--- src/rtl/core/itc_pkg.sv ---
// ----------------------------------------------------------------------------
// itc_pkg: shared types and helpers for the interval timer channel
// Request kinds, divider handshake structs, mode codes and BCD conversion.
// ----------------------------------------------------------------------------
package itc_pkg;

  typedef enum logic [1:0] {
    OP_TICK  = 2'd0,
    OP_CTRL  = 2'd1,
    OP_WRITE = 2'd2,
    OP_READ  = 2'd3
  } op_t;

  // count mode codes
  localparam logic [2:0] MODE_TERM    = 3'd0;
  localparam logic [2:0] MODE_ONESHOT = 3'd1;
  localparam logic [2:0] MODE_RATE    = 3'd2;
  localparam logic [2:0] MODE_SQUARE  = 3'd3;
  localparam logic [2:0] MODE_SWSTB   = 3'd4;
  localparam logic [2:0] MODE_HWSTB   = 3'd5;

  // byte phase codes
  localparam logic [1:0] PH_MSB_LAST = 2'd0;
  localparam logic [1:0] PH_LSB      = 2'd1;
  localparam logic [1:0] PH_MSB      = 2'd2;
  localparam logic [1:0] PH_LSB_MSB  = 2'd3;

  localparam int unsigned CNT_W  = 17;
  localparam int unsigned PROD_W = 2 * CNT_W;

  localparam logic [16:0] FULL_RELOAD = 17'h10000;
  localparam logic [16:0] BCD_MAX     = 17'd9999;

  // reciprocals for exact division of 16-bit values by 10^k
  localparam logic [16:0] RECIP_10    = 17'd104858;  // >> 20
  localparam logic [16:0] RECIP_100   = 17'd83887;   // >> 23
  localparam logic [16:0] RECIP_1000  = 17'd67109;   // >> 26
  localparam logic [16:0] RECIP_10000 = 17'd107375;  // >> 30

  // divider request from the channel state
  typedef struct packed {
    logic        need;
    logic [16:0] reload;
    logic [16:0] rem;
    logic [16:0] len;
  } div_req_t;

  typedef struct packed {
    logic idle;
    logic done;
  } div_stat_t;

  // four low decimal digits of v, packed as BCD; higher digits drop
  function automatic logic [15:0] to_bcd(input logic [15:0] v);
    logic [32:0] m1, m2, m3, m4;
    logic [15:0] q1, q2, q3, q4;
    logic [15:0] d0, d1, d2, d3;
    m1 = 33'(v) * 33'(RECIP_10);
    m2 = 33'(v) * 33'(RECIP_100);
    m3 = 33'(v) * 33'(RECIP_1000);
    m4 = 33'(v) * 33'(RECIP_10000);
    q1 = 16'(m1 >> 20);
    q2 = 16'(m2 >> 23);
    q3 = 16'(m3 >> 26);
    q4 = 16'(m4 >> 30);
    d0 = v  - 16'(q1 * 16'd10);
    d1 = q1 - 16'(q2 * 16'd10);
    d2 = q2 - 16'(q3 * 16'd10);
    d3 = q3 - 16'(q4 * 16'd10);
    return {d3[3:0], d2[3:0], d1[3:0], d0[3:0]};
  endfunction

  // nibbles weighted as decimal digits, no digit check
  function automatic logic [15:0] from_bcd(input logic [15:0] v);
    return 16'(v[3:0]) + 16'(v[7:4]) * 16'd10 +
           16'(v[11:8]) * 16'd100 + 16'(v[15:12]) * 16'd1000;
  endfunction

endpackage

--- src/rtl/core/interval_timer_channel.sv ---
// ----------------------------------------------------------------------------
// interval_timer_channel: one channel of an 8254-style interval timer
// Tick, control, data write and data read requests in; read bytes out.
// ----------------------------------------------------------------------------
// Each request is a kind on in_tuser (0 tick, 1 control word, 2 data write,
// 3 data read) with its byte on in_tdata; only data reads return a byte on
// out_tdata. Requests are registered on entry and normally retire one per
// cycle, so a stream can run back to back. The exception is a count latch
// (a latch control word, or a read that relatches) in the rate or square
// wave modes outside just-set mode: the scaled count reload*remaining/period
// comes from a multiply plus a 34-step restoring divider, and that request
// holds in_tready low until the divider is done. Time is whole ticks;
// the elapsed counter is ELAPSED_BITS wide and saturates. Reads retire only
// when the output register is free or being drained in the same cycle.
module interval_timer_channel import itc_pkg::*; #(
  parameter int unsigned ELAPSED_BITS = 32
) (
  input  logic       clk,
  input  logic       rst_n,
  // request channel
  input  logic       in_tvalid,
  output logic       in_tready,
  input  logic [7:0] in_tdata,   // [7:0] data_byte
  input  logic [1:0] in_tuser,   // [1:0] opcode
  // result channel
  output logic       out_tvalid,
  input  logic       out_tready,
  output logic [7:0] out_tdata   // [7:0] read_byte
);

  // input register
  logic       item_valid_r;
  logic [1:0] item_op_r;
  logic [7:0] item_byte_r;
  // output register
  logic       out_valid_r;
  logic [7:0] out_data_r;

  op_t        item_op;
  logic       is_read;
  logic       out_free;
  logic       exec;
  logic       div_start;
  div_req_t   div_req;
  div_stat_t  div_stat;
  logic [15:0] quo;
  logic [7:0] read_byte;

  assign item_op  = op_t'(item_op_r);
  assign is_read  = (item_op == OP_READ);
  assign out_free = !out_valid_r || out_tready;

  // retire the held request: wait for any divider result and, for a read, a free output slot
  assign exec = item_valid_r && (!div_req.need || div_stat.done) &&
                (!is_read || out_free);
  assign div_start = item_valid_r && div_req.need && div_stat.idle;

  assign in_tready = !item_valid_r || exec;

  always_ff @(posedge clk) begin
    if (!rst_n) begin
      item_valid_r <= 1'b0;
      out_valid_r  <= 1'b0;
    end else begin
      if (in_tready) item_valid_r <= in_tvalid;
      if (exec && is_read)  out_valid_r <= 1'b1;
      else if (out_tready)  out_valid_r <= 1'b0;
    end
  end

  always_ff @(posedge clk) begin
    if (in_tvalid && in_tready) begin
      item_op_r   <= in_tuser;
      item_byte_r <= in_tdata;
    end
    if (exec && is_read) out_data_r <= read_byte;
  end

  itc_state #(
    .ELAPSED_BITS (ELAPSED_BITS)
  ) u_state (
    .clk       (clk),
    .rst_n     (rst_n),
    .exec      (exec),
    .op        (item_op),
    .data_byte (item_byte_r),
    .quo       (quo),
    .div_req   (div_req),
    .read_byte (read_byte)
  );

  itc_scale_div u_div (
    .clk   (clk),
    .rst_n (rst_n),
    .start (div_start),
    .ack   (exec),
    .req   (div_req),
    .stat  (div_stat),
    .quo   (quo)
  );

  assign out_tvalid = out_valid_r;
  assign out_tdata  = out_data_r;

  // ---- checks ----
  a_no_overwrite: assert property (@(posedge clk) disable iff (!rst_n)
    (exec && is_read) |-> (!out_valid_r || out_tready))
    else $error("read retired over an untaken result");

  a_hold_for_div: assert property (@(posedge clk) disable iff (!rst_n)
    (item_valid_r && div_req.need && !div_stat.done) |-> !in_tready)
    else $error("request taken while scaled count pending");

  a_done_owned: assert property (@(posedge clk) disable iff (!rst_n)
    div_stat.done |-> (item_valid_r && div_req.need))
    else $error("divider result without a waiting latch");

  a_read_shows: assert property (@(posedge clk) disable iff (!rst_n)
    (exec && is_read) |=> out_tvalid)
    else $error("retired read produced no result");

endmodule

--- src/rtl/core/itc_scale_div.sv ---
// ----------------------------------------------------------------------------
// itc_scale_div: scaled count for the periodic modes
// Computes reload * rem / len with one multiply and a radix-2 restoring divide.
// ----------------------------------------------------------------------------
module itc_scale_div import itc_pkg::*; (
  input  logic        clk,
  input  logic        rst_n,
  input  logic        start,
  input  logic        ack,
  input  div_req_t    req,
  output div_stat_t   stat,
  output logic [15:0] quo
);

  localparam int unsigned STEP_W = $clog2(PROD_W);

  typedef enum logic [3:0] {
    S_IDLE = 4'b0001,
    S_MUL  = 4'b0010,
    S_DIV  = 4'b0100,
    S_DONE = 4'b1000
  } div_state_t;

  div_state_t           state_r, state_nxt;
  logic [CNT_W-1:0]     reload_r, rem_r, len_r;
  logic [PROD_W-1:0]    dvd_r, dvd_nxt;
  logic [CNT_W:0]       prem_r, prem_nxt;
  logic [STEP_W-1:0]    step_r, step_nxt;
  logic [CNT_W:0]       trial;
  logic                 fits;

  assign trial = {prem_r[CNT_W-1:0], dvd_r[PROD_W-1]};
  assign fits  = trial >= {1'b0, len_r};

  always_comb begin
    state_nxt = state_r;
    dvd_nxt   = dvd_r;
    prem_nxt  = prem_r;
    step_nxt  = step_r;
    unique case (state_r)
      S_IDLE: begin
        if (start) state_nxt = S_MUL;
      end
      S_MUL: begin
        dvd_nxt   = reload_r * rem_r;
        prem_nxt  = '0;
        step_nxt  = STEP_W'(PROD_W - 1);
        state_nxt = S_DIV;
      end
      S_DIV: begin
        prem_nxt = fits ? (trial - {1'b0, len_r}) : trial;
        dvd_nxt  = {dvd_r[PROD_W-2:0], fits};
        step_nxt = step_r - 1'b1;
        if (step_r == '0) state_nxt = S_DONE;
      end
      S_DONE: begin
        if (ack) state_nxt = S_IDLE;
      end
      default: state_nxt = S_IDLE;
    endcase
  end

  always_ff @(posedge clk) begin
    if (!rst_n) begin
      state_r <= S_IDLE;
    end else begin
      state_r <= state_nxt;
    end
  end

  always_ff @(posedge clk) begin
    if (state_r == S_IDLE && start) begin
      reload_r <= req.reload;
      rem_r    <= req.rem;
      len_r    <= req.len;
    end
    dvd_r  <= dvd_nxt;
    prem_r <= prem_nxt;
    step_r <= step_nxt;
  end

  assign stat.idle = (state_r == S_IDLE);
  assign stat.done = (state_r == S_DONE);
  assign quo       = dvd_r[15:0];

endmodule

--- src/rtl/core/itc_state.sv ---
// ----------------------------------------------------------------------------
// itc_state: channel registers and per-request update
// Holds reload, phases, modes and elapsed counters; forms the read byte.
// ----------------------------------------------------------------------------
module itc_state import itc_pkg::*; #(
  parameter int unsigned ELAPSED_BITS = 32
) (
  input  logic        clk,
  input  logic        rst_n,
  input  logic        exec,
  input  op_t         op,
  input  logic [7:0]  data_byte,
  input  logic [15:0] quo,
  output div_req_t    div_req,
  output logic [7:0]  read_byte
);

  logic [16:0]             reload_r, reload_nxt;
  logic [15:0]             aw_r, aw_nxt;
  logic [15:0]             held_r, held_nxt;
  logic [2:0]              mode_r, mode_nxt;
  logic [1:0]              rphase_r, rphase_nxt;
  logic [1:0]              wphase_r, wphase_nxt;
  logic                    dec_r, dec_nxt;
  logic                    relatch_r, relatch_nxt;
  logic                    mjs_r, mjs_nxt;
  logic [ELAPSED_BITS-1:0] ticks_r, ticks_nxt;
  logic [16:0]             pphase_r, pphase_nxt;
  logic [15:0]             wrap_r, wrap_nxt;
  logic [16:0]             plen_r, plen_nxt;

  logic [ELAPSED_BITS-1:0] ticks_inc, len_ext;
  logic [17:0]             pp_inc;
  logic [16:0]             wrap_inc;
  logic [15:0]             wrap_step;
  logic [17:0]             dbl, p_sel;
  logic [15:0]             latch_val;
  logic                    past_term;
  logic                    latch_ctrl, latch_read;
  logic [15:0]             aw_src, aw_mid, aw_new;
  logic [1:0]              wp_new;
  logic [16:0]             reload_new;
  logic [15:0]             held_base, shown;
  logic [2:0]              mode_map;

  // ---- tick arithmetic ----
  assign len_ext   = ELAPSED_BITS'(plen_r);
  assign ticks_inc = (ticks_r != '1) ? ticks_r + 1'b1 : ticks_r;
  assign pp_inc    = {1'b0, pphase_r} + 18'd1;
  assign wrap_inc  = {1'b0, wrap_r} + 17'd1;
  assign wrap_step = (dec_r && wrap_inc >= 17'd10000) ? 16'd0 : wrap_inc[15:0];

  // ---- divider operands for the periodic modes ----
  assign dbl   = ({1'b0, pphase_r} << 1) > {1'b0, plen_r} ?
                 ({1'b0, pphase_r} << 1) - {1'b0, plen_r} : ({1'b0, pphase_r} << 1);
  assign p_sel = (mode_r == MODE_RATE) ? {1'b0, pphase_r} : dbl;

  assign latch_ctrl = (op == OP_CTRL) && (data_byte[7:6] == 2'b00);
  assign latch_read = (op == OP_READ) && relatch_r;

  always_comb begin
    div_req.need   = (latch_ctrl || latch_read) && !mjs_r &&
                     (mode_r == MODE_RATE || mode_r == MODE_SQUARE);
    div_req.reload = reload_r;
    div_req.len    = plen_r;
    div_req.rem    = (p_sel <= {1'b0, plen_r}) ? 17'(({1'b0, plen_r}) - p_sel) : '0;
  end

  // ---- latched count ----
  assign past_term = ticks_r > len_ext;

  always_comb begin
    latch_val = held_r;
    if (mjs_r) begin
      latch_val = held_r - ticks_r[15:0];
    end else begin
      case (mode_r)
        MODE_TERM, MODE_SWSTB: begin
          if (past_term) latch_val = dec_r ? 16'd9999 - wrap_r : 16'hffff - wrap_r;
          else           latch_val = reload_r[15:0] - ticks_r[15:0];
        end
        MODE_ONESHOT: latch_val = held_r;
        MODE_RATE:    latch_val = quo;
        MODE_SQUARE:  latch_val = quo & 16'hfffe;
        default:      latch_val = 16'hffff;
      endcase
    end
  end

  // ---- data write assembly ----
  assign aw_src = dec_r ? to_bcd(aw_r) : aw_r;

  always_comb begin
    aw_mid = aw_src;
    wp_new = wphase_r;
    unique case (wphase_r)
      PH_MSB_LAST: begin
        aw_mid = aw_src | {data_byte, 8'h00};
        wp_new = PH_LSB_MSB;
      end
      PH_LSB:  aw_mid = {8'h00, data_byte};
      PH_MSB:  aw_mid = {data_byte, 8'h00};
      default: begin
        aw_mid = {8'h00, data_byte};
        wp_new = PH_MSB_LAST;
      end
    endcase
  end

  assign aw_new     = dec_r ? from_bcd(aw_mid) : aw_mid;
  assign reload_new = (aw_new == '0) ? (dec_r ? BCD_MAX : FULL_RELOAD) : {1'b0, aw_new};

  // ---- read path ----
  assign held_base = relatch_r ? latch_val : held_r;
  assign shown     = dec_r ? to_bcd(held_base) : held_base;
  assign mode_map  = (data_byte[3:1] > MODE_HWSTB) ? data_byte[3:1] - 3'd4 : data_byte[3:1];

  always_comb begin
    read_byte = (rphase_r == PH_LSB || rphase_r == PH_LSB_MSB) ? shown[7:0] : shown[15:8];
  end

  // ---- next state ----
  always_comb begin
    reload_nxt  = reload_r;
    aw_nxt      = aw_r;
    held_nxt    = held_r;
    mode_nxt    = mode_r;
    rphase_nxt  = rphase_r;
    wphase_nxt  = wphase_r;
    dec_nxt     = dec_r;
    relatch_nxt = relatch_r;
    mjs_nxt     = mjs_r;
    ticks_nxt   = ticks_r;
    pphase_nxt  = pphase_r;
    wrap_nxt    = wrap_r;
    plen_nxt    = plen_r;
    if (exec) begin
      unique case (op)
        OP_TICK: begin
          ticks_nxt  = ticks_inc;
          pphase_nxt = (pp_inc >= {1'b0, plen_r}) ? '0 : pp_inc[16:0];
          if (ticks_inc > len_ext) wrap_nxt = wrap_step;
        end
        OP_CTRL: begin
          if (latch_ctrl) begin
            held_nxt    = latch_val;
            relatch_nxt = 1'b0;
            if (data_byte[5:4] != 2'b00) begin
              dec_nxt = data_byte[0];
              if (data_byte[0] && reload_r >= BCD_MAX) reload_nxt = BCD_MAX;
              ticks_nxt   = '0;
              pphase_nxt  = '0;
              wrap_nxt    = '0;
              relatch_nxt = 1'b1;
              rphase_nxt  = data_byte[5:4];
              wphase_nxt  = data_byte[5:4];
              mode_nxt    = mode_map;
              mjs_nxt     = 1'b1;
            end
          end
        end
        OP_WRITE: begin
          aw_nxt     = aw_new;
          wphase_nxt = wp_new;
          if (wp_new != PH_MSB_LAST) begin
            reload_nxt = reload_new;
            // a rate-mode rewrite keeps the running period
            if (mjs_r || mode_r != MODE_RATE) begin
              ticks_nxt  = '0;
              pphase_nxt = '0;
              wrap_nxt   = '0;
              plen_nxt   = reload_new;
              mjs_nxt    = 1'b0;
            end
          end
        end
        default: begin
          held_nxt    = dec_r ? from_bcd(shown) : held_base;
          relatch_nxt = 1'b0;
          unique case (rphase_r)
            PH_MSB_LAST: begin
              rphase_nxt  = PH_LSB_MSB;
              relatch_nxt = 1'b1;
            end
            PH_LSB:  relatch_nxt = 1'b1;
            PH_MSB:  relatch_nxt = 1'b1;
            default: rphase_nxt  = PH_MSB_LAST;
          endcase
        end
      endcase
    end
  end

  always_ff @(posedge clk) begin
    if (!rst_n) begin
      reload_r  <= FULL_RELOAD;
      aw_r      <= '0;
      held_r    <= '0;
      mode_r    <= MODE_SQUARE;
      rphase_r  <= PH_LSB_MSB;
      wphase_r  <= PH_LSB_MSB;
      dec_r     <= 1'b0;
      relatch_r <= 1'b1;
      mjs_r     <= 1'b0;
      ticks_r   <= '0;
      pphase_r  <= '0;
      wrap_r    <= '0;
      plen_r    <= FULL_RELOAD;
    end else begin
      reload_r  <= reload_nxt;
      aw_r      <= aw_nxt;
      held_r    <= held_nxt;
      mode_r    <= mode_nxt;
      rphase_r  <= rphase_nxt;
      wphase_r  <= wphase_nxt;
      dec_r     <= dec_nxt;
      relatch_r <= relatch_nxt;
      mjs_r     <= mjs_nxt;
      ticks_r   <= ticks_nxt;
      pphase_r  <= pphase_nxt;
      wrap_r    <= wrap_nxt;
      plen_r    <= plen_nxt;
    end
  end

endmodule
--- config.mk ---
export PLATFORM = sky130hd
export DESIGN_NAME = interval_timer_channel
export DESIGN_NICKNAME = d
export VERILOG_FILES = /design/src/rtl/core/itc_pkg.sv /design/src/rtl/core/interval_timer_channel.sv /design/src/rtl/core/itc_scale_div.sv /design/src/rtl/core/itc_state.sv
export SDC_FILE = /design/constraint.sdc
export NUM_CORES = 2
export LEC_CHECK = 0
export BUFFER_PORTS_ARGS = -buffer_cell sky130_fd_sc_hd__buf_2
export CAP_MARGIN = 20
export CORE_ASPECT_RATIO = 1.1
export CORE_MARGIN = 1
export CORE_UTILIZATION = 59
export CTS_CLUSTER_DIAMETER = 60
export DETAILED_ROUTE_END_ITERATION = 6
export PLACE_DENSITY_LB_ADDON = 0.05
export RECOVER_POWER = 25
export SYNTH_ARGS = -nofsm -noshare
export SYNTH_HDL_FRONTEND = slang
export SYNTH_HIERARCHICAL = 1
export SYNTH_SLANG_ARGS = --single-unit
--- constraint.sdc ---
create_clock -name clk -period 44.7 [get_ports clk]
set_clock_uncertainty 0.1 [all_clocks]
set_input_delay 4.47 -clock clk [delete_from_list [all_inputs] [get_ports clk]]
set_output_delay 4.47 -clock clk [all_outputs]
set_load 0.05 [all_outputs]
; After elaboration in Yosys (flattened, before gate mapping)
; Index checks and enable logic that the tools add are counted.
[word_totals]
register_bits = 273
in_bits = 14
out_inout_bits = 10
wordCells = 235
[classes]
add_sub_neg = 26
n_mul = 23
n_lt_le_gt_ge = 9
n_eq_ne = 28
mux = 67
bitwise_logic = 2
reduce_logical = 55
[op_table]
columns = cell, n
row1 = $mux 16, 15
row2 = $mux 17, 12
row3 = $mul 16x17->33 const B, 6
row4 = $mux 32, 5
row5 = $pmux 32 s3, 1
row6 = $pmux 17 s2, 2
row7 = $pmux 34 s2, 1
row8 = $gt 32x17->1, 2
row9 = $mul 16x16->32 const B, 2
row10 = $pmux 16 s2, 2
row11 = $pmux 16 s4, 1
row12 = $pmux 17 s3, 1
row13 = $pmux 16 s3, 1
row14 = $ge 18x17->1, 2
row15 = $mux 18, 2
row16 = $ge 17x14->1 const B, 2
row17 = $mul 17x17->34, 1
row18 = $sub 17x17->17, 2
row19 = $add 16x11->16, 2
row20 = $add 16x14->16, 2
row21 = $add 32x1->32 const B, 1
row22 = $ne 32x32->1 const B, 1
row23 = $sub 16x16->16, 2
row24 = $sub 4x4->4, 8
row25 = 58 further kinds, 134

; Logic depth before layout (Yosys ltp)
[depth]
ltp_word = 16
depth_mapped = 67
mapped_depth_nobuf = 67

; Cells and area by module
; The synthesis kept the hierarchy.
[by_module_without_submodules]
columns = mod, n_inst, cells_each, area_per_inst_um2, seq_area_each_um2
row1 = itc_state, 1, 4953, 44741.7, 2822.7
row2 = itc_scale_div, 1, 1534, 14690.3, 3323.2
row3 = interval_timer_channel, 1, 36, 708.2, 580.6

; Least setup slack after synthesis
; No wires, ideal clock.
[synth_path]
kind = reg2reg
startpoint = register u_state.ticks_r[0]
endpoint = register u_state.held_r[13]
setup_time_ns = 0.070
arrival_ns = 13.893
t_required_ns = 44.530
path_slack_ns = 30.637
path_stages_with_launch = 62
path_buffers = 0
period_less_slack_ns = 14.063
path_cell_list = dfxtp_1 > ha_1 > inv_1 > fa_1 > a21o_1 > a21oi_1 > o21bai_1 > a21oi_1 > o21a_1 > o21bai_1 > a21o_1 > a31oi_1 > xor2_1 > o211ai_1 > mux2i_1 > inv_1 > fa_1 > fa_1 > (+26 left out) > ha_1 > fa_1 > inv_1 > fa_1 > inv_1 > ha_1 > ha_1 > a21boi_0 > o21ai_0 > a21boi_0 > o21ai_0 > nand2b_1 > a21o_1 > a21oi_1 > xor2_1 > xnor2_1 > nand3_1 > a21oi_1
[synth_via]
elab_chain_len = 15
elab_cells_between_ends = 29
classes_between = add/sub: 9 / mul: 11 / order compare: 1 / mux: 8
[synth_lines]
columns = item, line
row1 = start: declaration, itc_state.sv:27  ; logic [ELAPSED_BITS-1:0] ticks_r, ticks_nxt;
row2 = start signal: assignment, itc_state.sv:219  ; ticks_r <= ticks_nxt;
row3 = $gt 32x17->1 or $sub 16x16->16 (tied branches), "itc_state.sv:70, itc_state.sv:80"
row4 = $mux 16, itc_state.sv:79  ; if (past_term) latch_val = dec_r ? 16'd9999 - wrap_r : 16'hffff - wrap_r;
row5 = $pmux 16 s4, itc_state.sv:77  ; case (mode_r)
row6 = $mux 16 *, itc_state.sv:74  ; if (mjs_r) begin
row7 = $mux 16, itc_state.sv:114  ; assign held_base = relatch_r ? latch_val : held_r;
row8 = $mul 16x17->33, itc_pkg.sv:59  ; m2 = 33'(v) * 33'(RECIP_100);
row9 = $mul 10x3->3, itc_pkg.sv:67  ; d1 = q1 - 16'(q2 * 16'd10);
row10 = $sub 4x4->4, itc_pkg.sv:67
row11 = $mux 16, itc_state.sv:115  ; assign shown = dec_r ? to_bcd(held_base) : held_base;
row12 = $mul 4x3->7, itc_pkg.sv:75  ; return 16'(v[3:0]) + 16'(v[7:4]) * 16'd10 +
row13 = $add 4x8->9, itc_pkg.sv:75
row14 = $add 16x11->16, itc_pkg.sv:75
row15 = $add 16x14->16, itc_pkg.sv:76  ; 16'(v[11:8]) * 16'd100 + 16'(v[15:12]) * 16'd1000;
row16 = $mux 16, itc_state.sv:178  ; held_nxt = dec_r ? from_bcd(shown) : held_base;
row17 = $pmux 16 s2 *, itc_state.sv:138  ; unique case (op)
row18 = end signal: assignment, itc_state.sv:212  ; held_r <= held_nxt;
row19 = end: declaration, itc_state.sv:20  ; logic [15:0] held_r, held_nxt;
; Mark *: on every way between the ends. The rest lies on a longest branch, timed or not. The select of a mux whose other input is x is not followed.
; A chain may end at the register's enable or synchronous reset.

; Worst setup path after layout
[layout_path]
startpoint = register u_state.ticks_r[8]
endpoint = register u_state.held_r[13]
; Same word-level chain as after synthesis.

==> run metrics <==
design area 63,000 um^2; DP Area 61,600 um^2; Post-Syn Area ~60,000 um^2; Area Growth Syn to Fin 4.75%; Syn Nets 8,530; Slowest cell on crit path o31ai_1; WHS Endpoint u_div/len_r[16]$_DFFE_PP_; post-synthesis register bit count between 200 and 300; routability cong. just under 1; failing checks capacitance limit, slew limit; Cell variety after synth 98; Post-Route WL 173 mm; row cnt 122; clk_lat worst skew roughly 0.60 ns; initial core utilization 59.7%; First-pass DRT Iterations 6; Final Slew Violations 159; worst vdd ir 0.158 mV; share of layout cells above drive strength 1 around 3.9%; worst slew pin tran 3.46 ns; RSZ-0062 raised after global routing no; Hold Crit Class flop to flop; Final Util 62.5%; Critical Path AT around 16 ns; synthesized area per cell 9.22 um^2; chip height 337 um; clock slew at reported path FFs 0.06 ns; CTS Hold Bufs 0; TritonCTS clock tree yes; clk buf depth 3; Post-DRT Antenna Nets 0; number of CTS-inserted buffers 40; post-synthesis async set-or-reset flop share 0%; largest net degree at the start of global routing 63; CTS resizes 0; Via-to-Cell Ratio 5.83; H-tree depth 2; max_cap viols 3; Final Hold Vio Count 0; die area 103,000 um^2; I/O pin count 24; count of input and output buffers 23; Cells after Synth 6,523; drt drc 0; period utilization 35.7%; Critical Path RT 45.12 ns; slowest cell delay on critical path 0.67 ns; Setup TNS Final 0 ns; Total GRT Usage 34.2%; GR Overflow Total 0; R2R Path Start u_state/ticks_r[8]$_SDFFE_PN0P_; FF-to-FF End u_state/held_r[13]$_SDFFE_PN0P_; Setup CP Type flop to flop; Setup crit end kind flop; Setup Fix Bufs, Post-CTS 0; LEAKAGE 32.9 nW; status finished, violations left; vias between 40k and 50k; vias in the first global route around 47k; crit-path max FO 13; Peak Freq 62.7 MHz; Fill cells 8,829; Die X 306 um; Top FF cell, synth dfxtp_1; flop-to-flop setup slack between 20 and 30 ns; DP HPWL 141 mm; slew margin rel. -130%; initial antenna violation count 2; CTS Sinks about 270; first-pass GRT wire length 270 mm; final-stage net count 8,474; drt wl/cell 22.1 um; power density of the placed cells 54.7 nW/um^2; hold_sp u_state/plen_r[16]$_SDFFE_PN1P_; YS warnings 6; worst reg2reg path depth 60; EDFF count, synth roughly 130; WHS 0.340 ns; crit path time final 15.94 ns; post-synthesis sequential area ratio between 10 and 15%; Critical Path Start Type flop; 1st-iter DRT viols approximately 2.7k; hold path depth 0; Finish-stage setup viols 0; clock root cell clkbuf_16; core box area 101,000 um^2
==> metal layers <==
layer / GRT usage [%] / wire length, um
met4: 18.2 / 10700
met5: 0 / 0
met2: 59.6 / 84000
met3: 3.98 / 9350
met1: 41.6 / 68700
==> flip-flops by register name, summed over array words and instances, names as in the netlist, 3 cells and up <==
name,flops
u_div/dvd_r,34
u_div/step_r,6
u_div/rem_r,17
u_state/plen_r,17
u_state/mode_r,3
u_div/state_r,4
u_div/len_r,17
out_tdata,8
u_state/reload_r,17
u_state/pphase_r,17
u_state/ticks_r,32
u_state/wrap_r,16
u_state/aw_r,16
u_div/prem_r,17
item_byte_r,8
u_div/reload_r,17
u_state/held_r,16
==> through the flow <==
step	total power, W	worst slack, ns	std cells
6_report	0.00345	28.76	7803
5_1_grt	0.00385	27.77	7802
4_1_cts	0.00347	28.75	7798
3_5_place_dp	0.00311	28.79	7724
3_3_place_gp	0.00307	29.06	7723
2_1_floorplan	0.00243	30.64	6523
==> how the worst max path moves through the flow <==
stage          cells past startpoint  slack (ns)                             from                         endpoint
3_3_place_gp                      60       29.06  u_state/ticks_r[8]$_SDFFE_PN0P_  u_state/held_r[13]$_SDFFE_PN0P_
6_report                          60       28.76  u_state/ticks_r[8]$_SDFFE_PN0P_  u_state/held_r[13]$_SDFFE_PN0P_
3_5_place_dp                      60       28.79  u_state/ticks_r[8]$_SDFFE_PN0P_  u_state/held_r[13]$_SDFFE_PN0P_
4_1_cts                           60       28.75  u_state/ticks_r[8]$_SDFFE_PN0P_  u_state/held_r[13]$_SDFFE_PN0P_
2_1_floorplan                     61       30.64  u_state/ticks_r[0]$_SDFFE_PN0P_  u_state/held_r[13]$_SDFFE_PN0P_
5_1_grt                           60       27.77  u_state/ticks_r[8]$_SDFFE_PN0P_  u_state/held_r[13]$_SDFFE_PN0P_
==> worst max-delay path: cells and delay by family, from the launching register on <==
kind            cells  cell delay (ns)
fa+ha+maj          17             6.62
compound gates     17             3.72
buf+inv            10             1.81
xor+xnor           10             1.62
mux                 2             0.79
simple gates        4             0.70
flops               1             0.51
==> cells in the final DEF, fill, tap and decap left out, types with 12 or more instances in the layout <==
cell type / n
nand2_1: 434
mux2_2: 12
nand4_1: 52
edfxtp_1: 126
o221a_2: 17
o31ai_1: 15
ha_1: 1130
and2_1: 134
a31oi_1: 29
and4_1: 13
and3_1: 39
nand3_1: 87
o21ai_0: 208
o22ai_1: 23
dfxtp_1: 146
nor2_1: 302
clkbuf_16: 40
nor4_1: 13
buf_4: 69
fa_1: 863
or2_2: 19
clkbuf_1: 15
or3_1: 28
mux2i_1: 50
inv_1: 1404
nor3_1: 64
o21a_1: 30
nand2b_1: 42
a21boi_0: 17
xor2_1: 76
o21bai_1: 24
nor2b_1: 41
o211ai_1: 21
buf_2: 24
a211oi_1: 47
a21o_1: 122
xnor2_1: 183
a22oi_1: 24
a21oi_1: 308
==> cells in the mapped netlist, types with 19 or more instances <==
| master | n | share of area [%] |
|---|---|---|
| nand2b_1 | 42 | 0.44 |
| inv_1 | 1404 | 8.8 |
| o21ai_0 | 208 | 1.7 |
| xnor2_1 | 183 | 2.7 |
| nor2_1 | 305 | 1.9 |
| xor2_1 | 76 | 1.1 |
| or3_1 | 29 | 0.30 |
| fa_1 | 863 | 29 |
| a22oi_1 | 24 | 0.30 |
| a21oi_1 | 309 | 2.6 |
| nand3_1 | 87 | 0.72 |
| nor3_1 | 65 | 0.54 |
| edfxtp_1 | 126 | 6.3 |
| a21o_1 | 122 | 1.5 |
| a31oi_1 | 30 | 0.31 |
| nand2_1 | 434 | 2.7 |
| nor2b_1 | 41 | 0.43 |
| and3_1 | 39 | 0.41 |
| a211oi_1 | 47 | 0.59 |
| ha_1 | 1130 | 24 |
| mux2i_1 | 51 | 0.85 |
| o211ai_1 | 21 | 0.26 |
| or2_2 | 19 | 0.20 |
| o21bai_1 | 24 | 0.30 |
| o21a_1 | 30 | 0.37 |
| and2_1 | 135 | 1.4 |
| nand4_1 | 52 | 0.54 |
| clkbuf_1 | 152 | 0.95 |
| dfxtp_1 | 147 | 4.9 |
| o22ai_1 | 23 | 0.24 |
==> where the power goes <==
group	internal [W]	total (W)	switching [W]
Clock	0.000193	0.000323	0.000130
Sequential	0.000281	0.000292	0.0000112
Combinational	0.00126	0.00283	0.00157
Total	0.00173	0.00345	0.00171
==> cells by family after synthesis <==
family	share of synthesized area (%)
buffers and inverters	10.2
adder cells (fa/ha/maj)	52.2
AO/OA/AOI/OAI	10.9
multiplexers	1.10
XOR/XNOR	3.89
flip-flops	11.2
AND/OR/NAND/NOR	10.5
==> cell type report <==
type                    count  area [um^2]  area share, %
diodes                      2         5.00        0.00794
multi-input cells        4645        47300           75.1
inverters                1408         5290           8.39
clock inverters            21          272          0.431
well taps                1302         1630           2.59
clock buffers              53         1060           1.68
flip-flops and latches    273         6730           10.7
repair buffers             99          677           1.07
No activity file was read; power rests on OpenSTA's default activity.
